**config.mk**
```make
export PLATFORM = sky130hd
export DESIGN_NAME = life_generation_row_stream_flat
export DESIGN_NICKNAME = d
export VERILOG_FILES = /design/src/sv/lgrs_pkg.sv /design/src/sv/lgrs_ifs.sv /design/src/sv/life_generation_row_stream.sv /design/src/sv/lgrs_cell.sv /design/src/sv/lgrs_merge.sv /design/src/flat_wrapper.sv
export SDC_FILE = /design/constraint.sdc
export NUM_CORES = 2
export LEC_CHECK = 0
export BUFFER_PORTS_ARGS = -buffer_cell sky130_fd_sc_hd__buf_2
export CELL_PAD_IN_SITES_DETAIL_PLACEMENT = 0
export CELL_PAD_IN_SITES_GLOBAL_PLACEMENT = 2
export CORE_AREA = 2 2 267 335
export CTS_CLUSTER_DIAMETER = 200
export DETAILED_ROUTE_END_ITERATION = 8
export DIE_AREA = 0 0 269 337
export PLACE_DENSITY = 0.92
export SLEW_MARGIN = 20
export SYNTH_ARGS = -nofsm -noshare
export SYNTH_HDL_FRONTEND = slang
export SYNTH_SLANG_ARGS = --single-unit
```
**constraint.sdc**
```tcl
create_clock -name clk -period 15 [get_ports clk]
set_input_delay 0.75 -clock clk [delete_from_list [all_inputs] [get_ports clk]]
set_output_delay 0.75 -clock clk [all_outputs]
set_load 0.02 [all_outputs]
```
**src/sv/lgrs_pkg.sv**
```systemverilog
package lgrs_pkg;

  localparam int COLS        = 64;
  localparam int WIDTH_BITS  = 7;
  localparam int COUNT_BITS  = 7;
  localparam int BIRTH_COUNT = 3;
  localparam int STAY_COUNT  = 2;

  typedef logic [COLS-1:0]       row_t;
  typedef logic [WIDTH_BITS-1:0] width_t;
  typedef logic [COUNT_BITS-1:0] count_t;

  typedef struct packed {
    row_t up;
    row_t mid;
    row_t down;
    logic done;
  } job_t;

  typedef struct packed {
    row_t next;
    row_t born;
    row_t died;
    logic done;
  } lane_t;

  function automatic row_t width_mask(width_t w);
    row_t m;
    if (w == '0) begin
      m = row_t'(1);
    end else if (w >= WIDTH_BITS'(COLS)) begin
      m = '1;
    end else begin
      m = (row_t'(1) << w) - row_t'(1);
    end
    return m;
  endfunction

  function automatic count_t popcount(row_t r);
    logic [1:0] l1 [COLS/2];
    logic [2:0] l2 [COLS/4];
    logic [3:0] l3 [COLS/8];
    logic [4:0] l4 [COLS/16];
    logic [5:0] l5 [COLS/32];
    for (int i = 0; i < COLS/2; i++) begin
      l1[i] = {1'b0, r[2*i]} + {1'b0, r[2*i+1]};
    end
    for (int i = 0; i < COLS/4; i++) begin
      l2[i] = {1'b0, l1[2*i]} + {1'b0, l1[2*i+1]};
    end
    for (int i = 0; i < COLS/8; i++) begin
      l3[i] = {1'b0, l2[2*i]} + {1'b0, l2[2*i+1]};
    end
    for (int i = 0; i < COLS/16; i++) begin
      l4[i] = {1'b0, l3[2*i]} + {1'b0, l3[2*i+1]};
    end
    for (int i = 0; i < COLS/32; i++) begin
      l5[i] = {1'b0, l4[2*i]} + {1'b0, l4[2*i+1]};
    end
    return count_t'({1'b0, l5[0]} + {1'b0, l5[1]});
  endfunction

endpackage

```
**src/sv/lgrs_ifs.sv**
```systemverilog
interface lgrs_row_if;
  logic               valid;
  logic               ready;
  lgrs_pkg::row_t     row_cells;
  logic               is_last_row;
  modport source (output valid, output row_cells, output is_last_row, input ready);
  modport sink (input valid, input row_cells, input is_last_row, output ready);
endinterface

interface lgrs_res_if;
  logic               valid;
  logic               ready;
  lgrs_pkg::row_t     next_row_cells;
  lgrs_pkg::count_t   births;
  lgrs_pkg::count_t   deaths;
  logic               board_done;
  modport source (output valid, output next_row_cells, output births, output deaths,
                  output board_done, input ready);
  modport sink (input valid, input next_row_cells, input births, input deaths,
                input board_done, output ready);
endinterface

interface lgrs_cfg_if;
  logic               valid;
  logic               ready;
  lgrs_pkg::width_t   width_in_use;
  modport source (output valid, output width_in_use, input ready);
  modport sink (input valid, input width_in_use, output ready);
endinterface

```
**src/sv/life_generation_row_stream.sv**
```systemverilog
// Each result is registered in the lane stage and then in the merge output register.
// Throughput: one row per cycle while the output is not stalled; a bottom row that
// follows a held row yields two results and blocks the input while the second is issued.
// One lane per column evaluates the 3x3 neighborhood; a merge stage counts births/deaths.
// Reset (synchronous, rst high): held rows cleared, pipeline emptied, width back to 64.
module life_generation_row_stream (
  input  logic         clk,
  input  logic         rst,
  lgrs_cfg_if.sink     cfg,
  lgrs_row_if.sink     rows,
  lgrs_res_if.source   results
);

  lgrs_pkg::row_t   col_mask;
  lgrs_pkg::row_t   above;
  lgrs_pkg::row_t   middle;
  logic             mid_valid;
  logic             pend_valid;
  lgrs_pkg::row_t   pend_up;
  lgrs_pkg::row_t   pend_mid;

  lgrs_pkg::row_t   cur;
  lgrs_pkg::job_t   job;
  logic             job_valid;
  logic             accept;

  logic             lane_valid;
  lgrs_pkg::lane_t  lane;
  logic             lane_ready;
  logic             merge_ready;

  lgrs_pkg::row_t   up_m;
  lgrs_pkg::row_t   mid_m;
  lgrs_pkg::row_t   down_m;
  logic [lgrs_pkg::COLS+1:0] up_p;
  logic [lgrs_pkg::COLS+1:0] mid_p;
  logic [lgrs_pkg::COLS+1:0] down_p;
  lgrs_pkg::row_t   next_raw;
  lgrs_pkg::row_t   next_m;

  assign cfg.ready = 1'b1;

  always_ff @(posedge clk) begin
    if (rst) begin
      col_mask <= '1;
    end else if (cfg.valid) begin
      col_mask <= lgrs_pkg::width_mask(cfg.width_in_use);
    end
  end

  assign cur        = rows.row_cells & col_mask;
  assign lane_ready = !lane_valid || merge_ready;
  assign rows.ready = !pend_valid && lane_ready;
  assign accept     = rows.valid && rows.ready;

  always_comb begin
    if (pend_valid) begin
      job       = '{up: pend_up, mid: pend_mid, down: '0, done: 1'b1};
      job_valid = 1'b1;
    end else if (mid_valid) begin
      job       = '{up: above, mid: middle, down: cur, done: 1'b0};
      job_valid = rows.valid;
    end else begin
      job       = '{up: '0, mid: cur, down: '0, done: 1'b1};
      job_valid = rows.valid && rows.is_last_row;
    end
  end

  always_ff @(posedge clk) begin
    if (rst) begin
      above      <= '0;
      middle     <= '0;
      mid_valid  <= 1'b0;
      pend_valid <= 1'b0;
    end else if (accept) begin
      if (rows.is_last_row) begin
        above      <= '0;
        middle     <= '0;
        mid_valid  <= 1'b0;
        pend_valid <= mid_valid;
      end else begin
        above     <= mid_valid ? middle : '0;
        middle    <= cur;
        mid_valid <= 1'b1;
      end
    end else if (pend_valid && lane_ready) begin
      pend_valid <= 1'b0;
    end
  end

  always_ff @(posedge clk) begin
    if (accept && rows.is_last_row) begin
      pend_up  <= middle;
      pend_mid <= cur;
    end
  end

  assign up_m   = job.up & col_mask;
  assign mid_m  = job.mid & col_mask;
  assign down_m = job.down & col_mask;
  assign up_p   = {1'b0, up_m, 1'b0};
  assign mid_p  = {1'b0, mid_m, 1'b0};
  assign down_p = {1'b0, down_m, 1'b0};

  for (genvar c = 0; c < lgrs_pkg::COLS; c++) begin : g_lane
    lgrs_cell u_cell (
      .up   (up_p[c+2:c]),
      .mid  (mid_p[c+2:c]),
      .down (down_p[c+2:c]),
      .next (next_raw[c])
    );
  end

  assign next_m = next_raw & col_mask;

  always_ff @(posedge clk) begin
    if (rst) begin
      lane_valid <= 1'b0;
    end else if (lane_ready) begin
      lane_valid <= job_valid;
    end
  end

  always_ff @(posedge clk) begin
    if (lane_ready && job_valid) begin
      lane <= '{next: next_m, born: next_m & ~mid_m, died: mid_m & ~next_m, done: job.done};
    end
  end

  lgrs_merge u_merge (
    .clk        (clk),
    .rst        (rst),
    .lane_valid (lane_valid),
    .lane       (lane),
    .lane_ready (merge_ready),
    .res        (results)
  );

endmodule

```
**src/sv/lgrs_cell.sv**
```systemverilog
module lgrs_cell (
  input  logic [2:0] up,
  input  logic [2:0] mid,
  input  logic [2:0] down,
  output logic       next
);

  logic [3:0] n;

  always_comb begin
    n = 4'(up[0]) + 4'(up[1]) + 4'(up[2]) + 4'(mid[0]) + 4'(mid[2])
      + 4'(down[0]) + 4'(down[1]) + 4'(down[2]);
    if (mid[1]) begin
      next = (n == 4'(lgrs_pkg::STAY_COUNT)) || (n == 4'(lgrs_pkg::BIRTH_COUNT));
    end else begin
      next = (n == 4'(lgrs_pkg::BIRTH_COUNT));
    end
  end

endmodule

```
**src/sv/lgrs_merge.sv**
```systemverilog
module lgrs_merge (
  input  logic                clk,
  input  logic                rst,
  input  logic                lane_valid,
  input  lgrs_pkg::lane_t     lane,
  output logic                lane_ready,
  lgrs_res_if.source          res
);

  logic              out_valid;
  lgrs_pkg::row_t    out_row;
  lgrs_pkg::count_t  out_births;
  lgrs_pkg::count_t  out_deaths;
  logic              out_done;

  assign lane_ready = !out_valid || res.ready;

  always_ff @(posedge clk) begin
    if (rst) begin
      out_valid <= 1'b0;
    end else if (lane_ready) begin
      out_valid <= lane_valid;
    end
  end

  always_ff @(posedge clk) begin
    if (lane_ready && lane_valid) begin
      out_row    <= lane.next;
      out_births <= lgrs_pkg::popcount(lane.born);
      out_deaths <= lgrs_pkg::popcount(lane.died);
      out_done   <= lane.done;
    end
  end

  assign res.valid          = out_valid;
  assign res.next_row_cells = out_row;
  assign res.births         = out_births;
  assign res.deaths         = out_deaths;
  assign res.board_done     = out_done;

endmodule

```
**src/flat_wrapper.sv**
```systemverilog
// flat-port wrapper written by rule: the top's interface ports become plain ports
module life_generation_row_stream_flat 
  (clk, rst, cfg_valid, cfg_width_in_use, cfg_ready, rows_valid, rows_row_cells, rows_is_last_row, rows_ready, results_valid, results_next_row_cells, results_births, results_deaths, results_board_done, results_ready);
  lgrs_cfg_if cfg_i ();
  lgrs_row_if rows_i ();
  lgrs_res_if results_i ();
  input  logic clk;
  input  logic rst;
  input wire logic [$bits(cfg_i.valid)-1:0] cfg_valid;
  input wire logic [$bits(cfg_i.width_in_use)-1:0] cfg_width_in_use;
  output wire logic [$bits(cfg_i.ready)-1:0] cfg_ready;
  input wire logic [$bits(rows_i.valid)-1:0] rows_valid;
  input wire logic [$bits(rows_i.row_cells)-1:0] rows_row_cells;
  input wire logic [$bits(rows_i.is_last_row)-1:0] rows_is_last_row;
  output wire logic [$bits(rows_i.ready)-1:0] rows_ready;
  output wire logic [$bits(results_i.valid)-1:0] results_valid;
  output wire logic [$bits(results_i.next_row_cells)-1:0] results_next_row_cells;
  output wire logic [$bits(results_i.births)-1:0] results_births;
  output wire logic [$bits(results_i.deaths)-1:0] results_deaths;
  output wire logic [$bits(results_i.board_done)-1:0] results_board_done;
  input wire logic [$bits(results_i.ready)-1:0] results_ready;
  assign cfg_i.valid = cfg_valid;
  assign cfg_i.width_in_use = cfg_width_in_use;
  assign cfg_ready = cfg_i.ready;
  assign rows_i.valid = rows_valid;
  assign rows_i.row_cells = rows_row_cells;
  assign rows_i.is_last_row = rows_is_last_row;
  assign rows_ready = rows_i.ready;
  assign results_valid = results_i.valid;
  assign results_next_row_cells = results_i.next_row_cells;
  assign results_births = results_i.births;
  assign results_deaths = results_i.deaths;
  assign results_board_done = results_i.board_done;
  assign results_i.ready = results_ready;
  life_generation_row_stream u_core (.clk(clk), .rst(rst), .cfg(cfg_i), .rows(rows_i), .results(results_i));
endmodule
```
# ---- Yosys cells after proc, flatten, opt, wreduce, memory -nomap -nowiden
# Index checks and enable logic that the tools add are counted.
dict set report word_totals {
  reg_bits 596
  input_bits 77
  output_inout_bits 82
}
dict set report op_classes {
  addsub 568
  n_lt_le_gt_ge 1
  eq_ne 129
  n_shift 1
  muxes 77
  bitwise_logic 9
  reduce_logical 79
}
# operator n
set ops {}
lappend ops {{4-bit by 1-bit adder with 4-bit output} 376}
lappend ops {{4-bit by 2-bit equality test with 1-bit output, second input constant} 128}
lappend ops {{64-bit AND} 7}
lappend ops {{193-bit 2-to-1 mux} 2}
lappend ops {{64-bit 2-to-1 mux} 5}
lappend ops {{1-bit by 1-bit adder with 2-bit output} 127}
lappend ops {{64-bit inverter} 2}
lappend ops {{2-bit by 2-bit adder with 3-bit output} 32}
lappend ops {{1-bit 2-to-1 mux} 70}
lappend ops {{1-bit logical OR} 66}
lappend ops {{3-bit by 3-bit adder with 4-bit output} 16}
lappend ops {{1-bit by 7-bit << shifter with 64-bit output, first input constant} 1}
lappend ops {{64-bit by 1-bit subtractor with 64-bit output, second input constant} 1}
lappend ops {{4-bit by 4-bit adder with 5-bit output} 8}
lappend ops {{5-bit by 5-bit adder with 6-bit output} 4}
lappend ops {{6-bit by 6-bit adder with 7-bit output} 2}
lappend ops {{7-bit greater-or-equal comparator, second input constant} 1}
lappend ops {{1-bit logical AND} 7}
lappend ops {{7-bit logical NOT} 1}
lappend ops {{3-bit by 1-bit adder with 4-bit output} 1}
lappend ops {{2-bit by 1-bit adder with 3-bit output} 1}
lappend ops {{1-bit logical NOT} 3}
lappend ops {{2-bit inequality test, second input constant} 1}
lappend ops {{2-bit AND reduction} 1}
lappend ops {{2-bit nonzero test} 1}

# ---- Depth between registers and ports, before layout
dict set report depth {
  word_depth 17
  depth_mapped 22
  ltp_nobuf 22
}

# ---- Cells and area by module
# Synthesis repeated with hierarchy kept, for this count alone.
dict set report unflattened {
  hier_cells 4047
  area_unflattened_um2 41089.4
}
# module n_inst cells_each area_each_um2 seq_area_each_um2
set modules_own_cells {}
lappend modules_own_cells {life_generation_row_stream 1 2125 22340.2 13543.0}
lappend modules_own_cells {lgrs_cell 64 23 200.2 0.0}
lappend modules_own_cells {lgrs_merge 1 450 5936.9 2392.3}

# ---- Worst setup path after synthesis
# No wires, ideal clock.
dict set report synth_path {
  path_kind {reg-to-reg}
  start {register u_core.pend_valid}
  end {register, netlist name u_core.lane[0]}
  arrival_time_ps 9392
  required_ps 14248
  slack_ps 4856
  stages_incl_launch_ff 8
  path_buffers 5
  period_less_slack_ps 10144
  cell_sequence {dfxtp_1 -> buf_4 -> buf_2 -> buf_2 -> buf_2 -> buf_2 -> nor2_1 -> nor2_1}
}
dict set report synth_between {
  elab_chain_len 2
}
# element line_no
set synth_rtl {}
lappend synth_rtl {{start: declaration} life_generation_row_stream.sv:18} ;# logic pend_valid;
lappend synth_rtl {{start signal: assignment} life_generation_row_stream.sv:80} ;# pend_valid <= mid_valid;
lappend synth_rtl {{1-bit 2-to-1 mux} life_generation_row_stream.sv:57} ;# if (pend_valid) begin
lappend synth_rtl {{1-bit logical AND} life_generation_row_stream.sv:125} ;# if (lane_ready && job_valid) begin
# No other way between the ends.
# A chain may end at the register's enable or synchronous reset.

# ---- Worst setup path after layout
dict set report layout_path {
  start {register, netlist name u_core.lane[112]}
  end {register u_core.u_merge.out_births[5] (netlist: u_core.u_merge.res.births[5]), data pin}
}
dict set report layout_between {
  elab_chain_len 6
}
# element line_no
set layout_rtl {}
lappend layout_rtl {{1-bit by 1-bit adder with 2-bit output} lgrs_pkg.sv:46} ;# l1[i] = {1'b0, r[2*i]} + {1'b0, r[2*i+1]};
lappend layout_rtl {{2-bit by 2-bit adder with 3-bit output} lgrs_pkg.sv:49} ;# l2[i] = {1'b0, l1[2*i]} + {1'b0, l1[2*i+1]};
lappend layout_rtl {{3-bit by 3-bit adder with 4-bit output} lgrs_pkg.sv:52} ;# l3[i] = {1'b0, l2[2*i]} + {1'b0, l2[2*i+1]};
lappend layout_rtl {{4-bit by 4-bit adder with 5-bit output} lgrs_pkg.sv:55} ;# l4[i] = {1'b0, l3[2*i]} + {1'b0, l3[2*i+1]};
lappend layout_rtl {{5-bit by 5-bit adder with 6-bit output} lgrs_pkg.sv:58} ;# l5[i] = {1'b0, l4[2*i]} + {1'b0, l4[2*i+1]};
lappend layout_rtl {{6-bit by 6-bit adder with 7-bit output} lgrs_pkg.sv:60} ;# return count_t'({1'b0, l5[0]} + {1'b0, l5[1]});
lappend layout_rtl {{end signal: assignment} lgrs_merge.sv:29} ;# out_births <= lgrs_pkg::popcount(lane.born);
lappend layout_rtl {{end: declaration} lgrs_merge.sv:12} ;# lgrs_pkg::count_t out_births;
# No other way between the ends.

==> metrics.yaml <==
outcome: "finished clean"
antenna_found_initial: 11
cts.hold.buffers_added: 0
synth_top_area_share_pct: 30.8
hold_depth: 0
period_minus_slack_ns: 6.11
crit_arrival_ns: 6.47
relSlewSlack_pct: 26.4
stdcell_count: 5152
rsz0062_at_grt: "false"
drt_pre_antenna_iters: 5
fill_cells: 8138
htree_levels: 3
grt.overflow.total: 0
grt_max_degree: 169
cts_resized: 0
synth_ff_type: "edfxtp_1"
finish.net_count: 4571
drtIter0Drc: 1865
cts.path.max_buffers: 3
async_flop_share_pct: 0
cp-end-kind: "register"
yosysWarnings: 0
insertion_delay_ns: 0.65
hold_violations: 0
crit_required_ns: 15.37
grt_pass1_vias: 27100
ir_drop_uv: 636
power_density_nw_per_um2: 198
drc: 0
synth_edf_count: 400
start_kind: "register"
leakage_nw: 18.7
cts.sinks: 596
areaGrowthSynthToFinish_pct: 10.7
cts_setup_buffers: 0
clock-root-buffer: "clkbuf_16"
netlist_area_sq_um: 39000
chipHeight_microns: 337
io_buffers: 157
setup_viol: 0
crit_type: "reg2reg"
ys_ff_latch: 596
worstMarginPinSlew_ns: 1.10
die_w_microns: 269
syn-instance-count: 3810
r2r_cells: 20
yosysUniqueCellTypes: 76
dp.cells: 5022
gp_congestion: 0.856
yosysMostFrequentCell: "inv_1"
vias: 26600
start_util_pct: 44.5
whs_ns: 0.410
core_sq_um: 87800
die_area_sq_um: 90700
hpwl_microns: 74900
layout-drive-gt1-share_pct: 8.14
pin_count: 159
wl_per_cell_microns: 19.6
routed_wl_microns: 101000
finalCritPeriodShare_pct: 40.7
cts_tree: "yes"
setup-tns-final_ns: 0
cap_violations: 0
synthTopCellsByCount: "643 x inv_1, 400 x edfxtp_1, 399 x nand2_1"
routed_via_density: 5.17
cts_buffers: 68
synth_top_area_cell: "edfxtp_1"
syn_avg_cell_area_sq_um: 10.2
clock_skew_ns: 0.0410
fmax_ghz: 0.164
grtUsageTotal_pct: 22.9
cts.clk_slew.worst_paths_ns: 0.06
rows: 122
grt_pass1_wl_microns: 157000
hp-class: "reg2reg"
seq_area_frac_synth_pct: 40.8
synth_area_leaders: "edfxtp_1 31%, fa_1 18%, dfxtp_1 10%, ha_1 7.1%, inv_1 6.2%"
slew_violations: 0
crit_fanout: 2
synth_nets: 4467
final_antenna_net_count: 0
[final cells by class]
| type | instances | area, sq um | share of cell area, % |
|---|---|---|---|
| timing repair buffer | 183 | 1010 | 2.34 |
| sequential | 596 | 15900 | 36.9 |
| clock buffer | 97 | 2040 | 4.72 |
| antenna | 5 | 12.5 | 0.0290 |
| inverter | 645 | 2420 | 5.61 |
| clock inverter | 28 | 278 | 0.643 |
| tap | 1178 | 1470 | 3.41 |
| multi-input combinational | 2420 | 20000 | 46.3 |
[stage by stage]
stage	setup WS, ns	power [mW]	util (%)	cell area [sq um]
after global routing	8.66	9.36	49.2	43200
after detailed placement	8.94	6.82	46.5	40800
final	8.89	8.55	49.2	43200
after global placement	8.99	6.71	46.5	40800
after floorplan	4.86	5.80	-	39000
after CTS	8.89	8.61	49.2	43200
[sequential cells by signal, summed over array words and instances, names as in the netlist, 7 cells and up]
register / flops
u_core.lane: 193
u_core.above: 64
u_core.col_mask: 64
u_core.middle: 64
u_core.pend_mid: 64
u_core.pend_up: 64
u_core.u_merge.res.next_row_cells: 64
u_core.u_merge.res.births: 7
u_core.u_merge.res.deaths: 7
[routing by layer]
metal  vias to the layer above  share of wire [%]  global-route usage (%)
met5                         -              0.069                       0
met4                        10                3.6                    8.89
met3                       160                4.9                    3.89
met2                       578                 50                    39.6
met1                     13200                 41                    28.4
li1                      12700                  -                       -
[cell families after synthesis]
| logic type | Yosys count | share of synthesized area, % |
|---|---|---|
| flops | 596 | 40.8 |
| buf+inv | 794 | 7.99 |
| other cells | 1 | 0.00961 |
| compound gates | 510 | 7.90 |
| simple gates | 1218 | 14.9 |
| fa+ha+maj | 580 | 25.5 |
| mux | 97 | 2.49 |
| xor+xnor | 14 | 0.314 |
[power breakdown]
group / total, mW / switching [mW] / internal, mW
Combinational: 4.57 / 2.61 / 1.95
Sequential: 2.26 / 0.0683 / 2.19
Clock: 1.72 / 0.716 / 1.01
Total: 8.55 / 3.40 / 5.15
[cells in the final DEF (no fill, tap or decap), types with 34 or more instances in the layout]
cell type and instances:
edfxtp_1 400, mux2i_1 97, and3_1 85, nand3_1 41, buf_2 156, nand2_1 399
nor2b_1 34, nor2_1 310, nand2b_1 83, ha_1 220, inv_1 642, clkbuf_16 73
a21oi_1 191, dfxtp_1 194, nor3_1 81, a22oi_1 69, and2_1 120, fa_1 360
o21ai_0 149
[critical path: stages, from the launching register on]
cell and delay [ns]:
edfxtp_1 0.32, inv_1 0.05, fa_1 0.54, inv_1 0.05, fa_1 0.38, fa_1 0.54
inv_1 0.07, fa_1 0.54, inv_1 0.06, fa_1 0.54, fa_1 0.45, fa_1 0.55
inv_1 0.05, fa_1 0.58, inv_1 0.06, ha_1 0.29, a21o_1 0.15, a21oi_1 0.22
o21bai_1 0.10, a21oi_1 0.18, xor2_1 0.09
[final timing paths]
check / startpoint / slack, ns / endpoint
worst max register to register: u_core.lane[112] / 8.89 / u_core.u_merge.res.births[5]
worst min register to register: u_core.lane[152] / 0.41 / u_core.u_merge.res.next_row_cells[23]
worst max-delay path: u_core.lane[112] / 8.89 / u_core.u_merge.res.births[5]
worst min-delay path: u_core.lane[152] / 0.41 / u_core.u_merge.res.next_row_cells[23]
No activity file was read; power rests on OpenSTA's default activity.
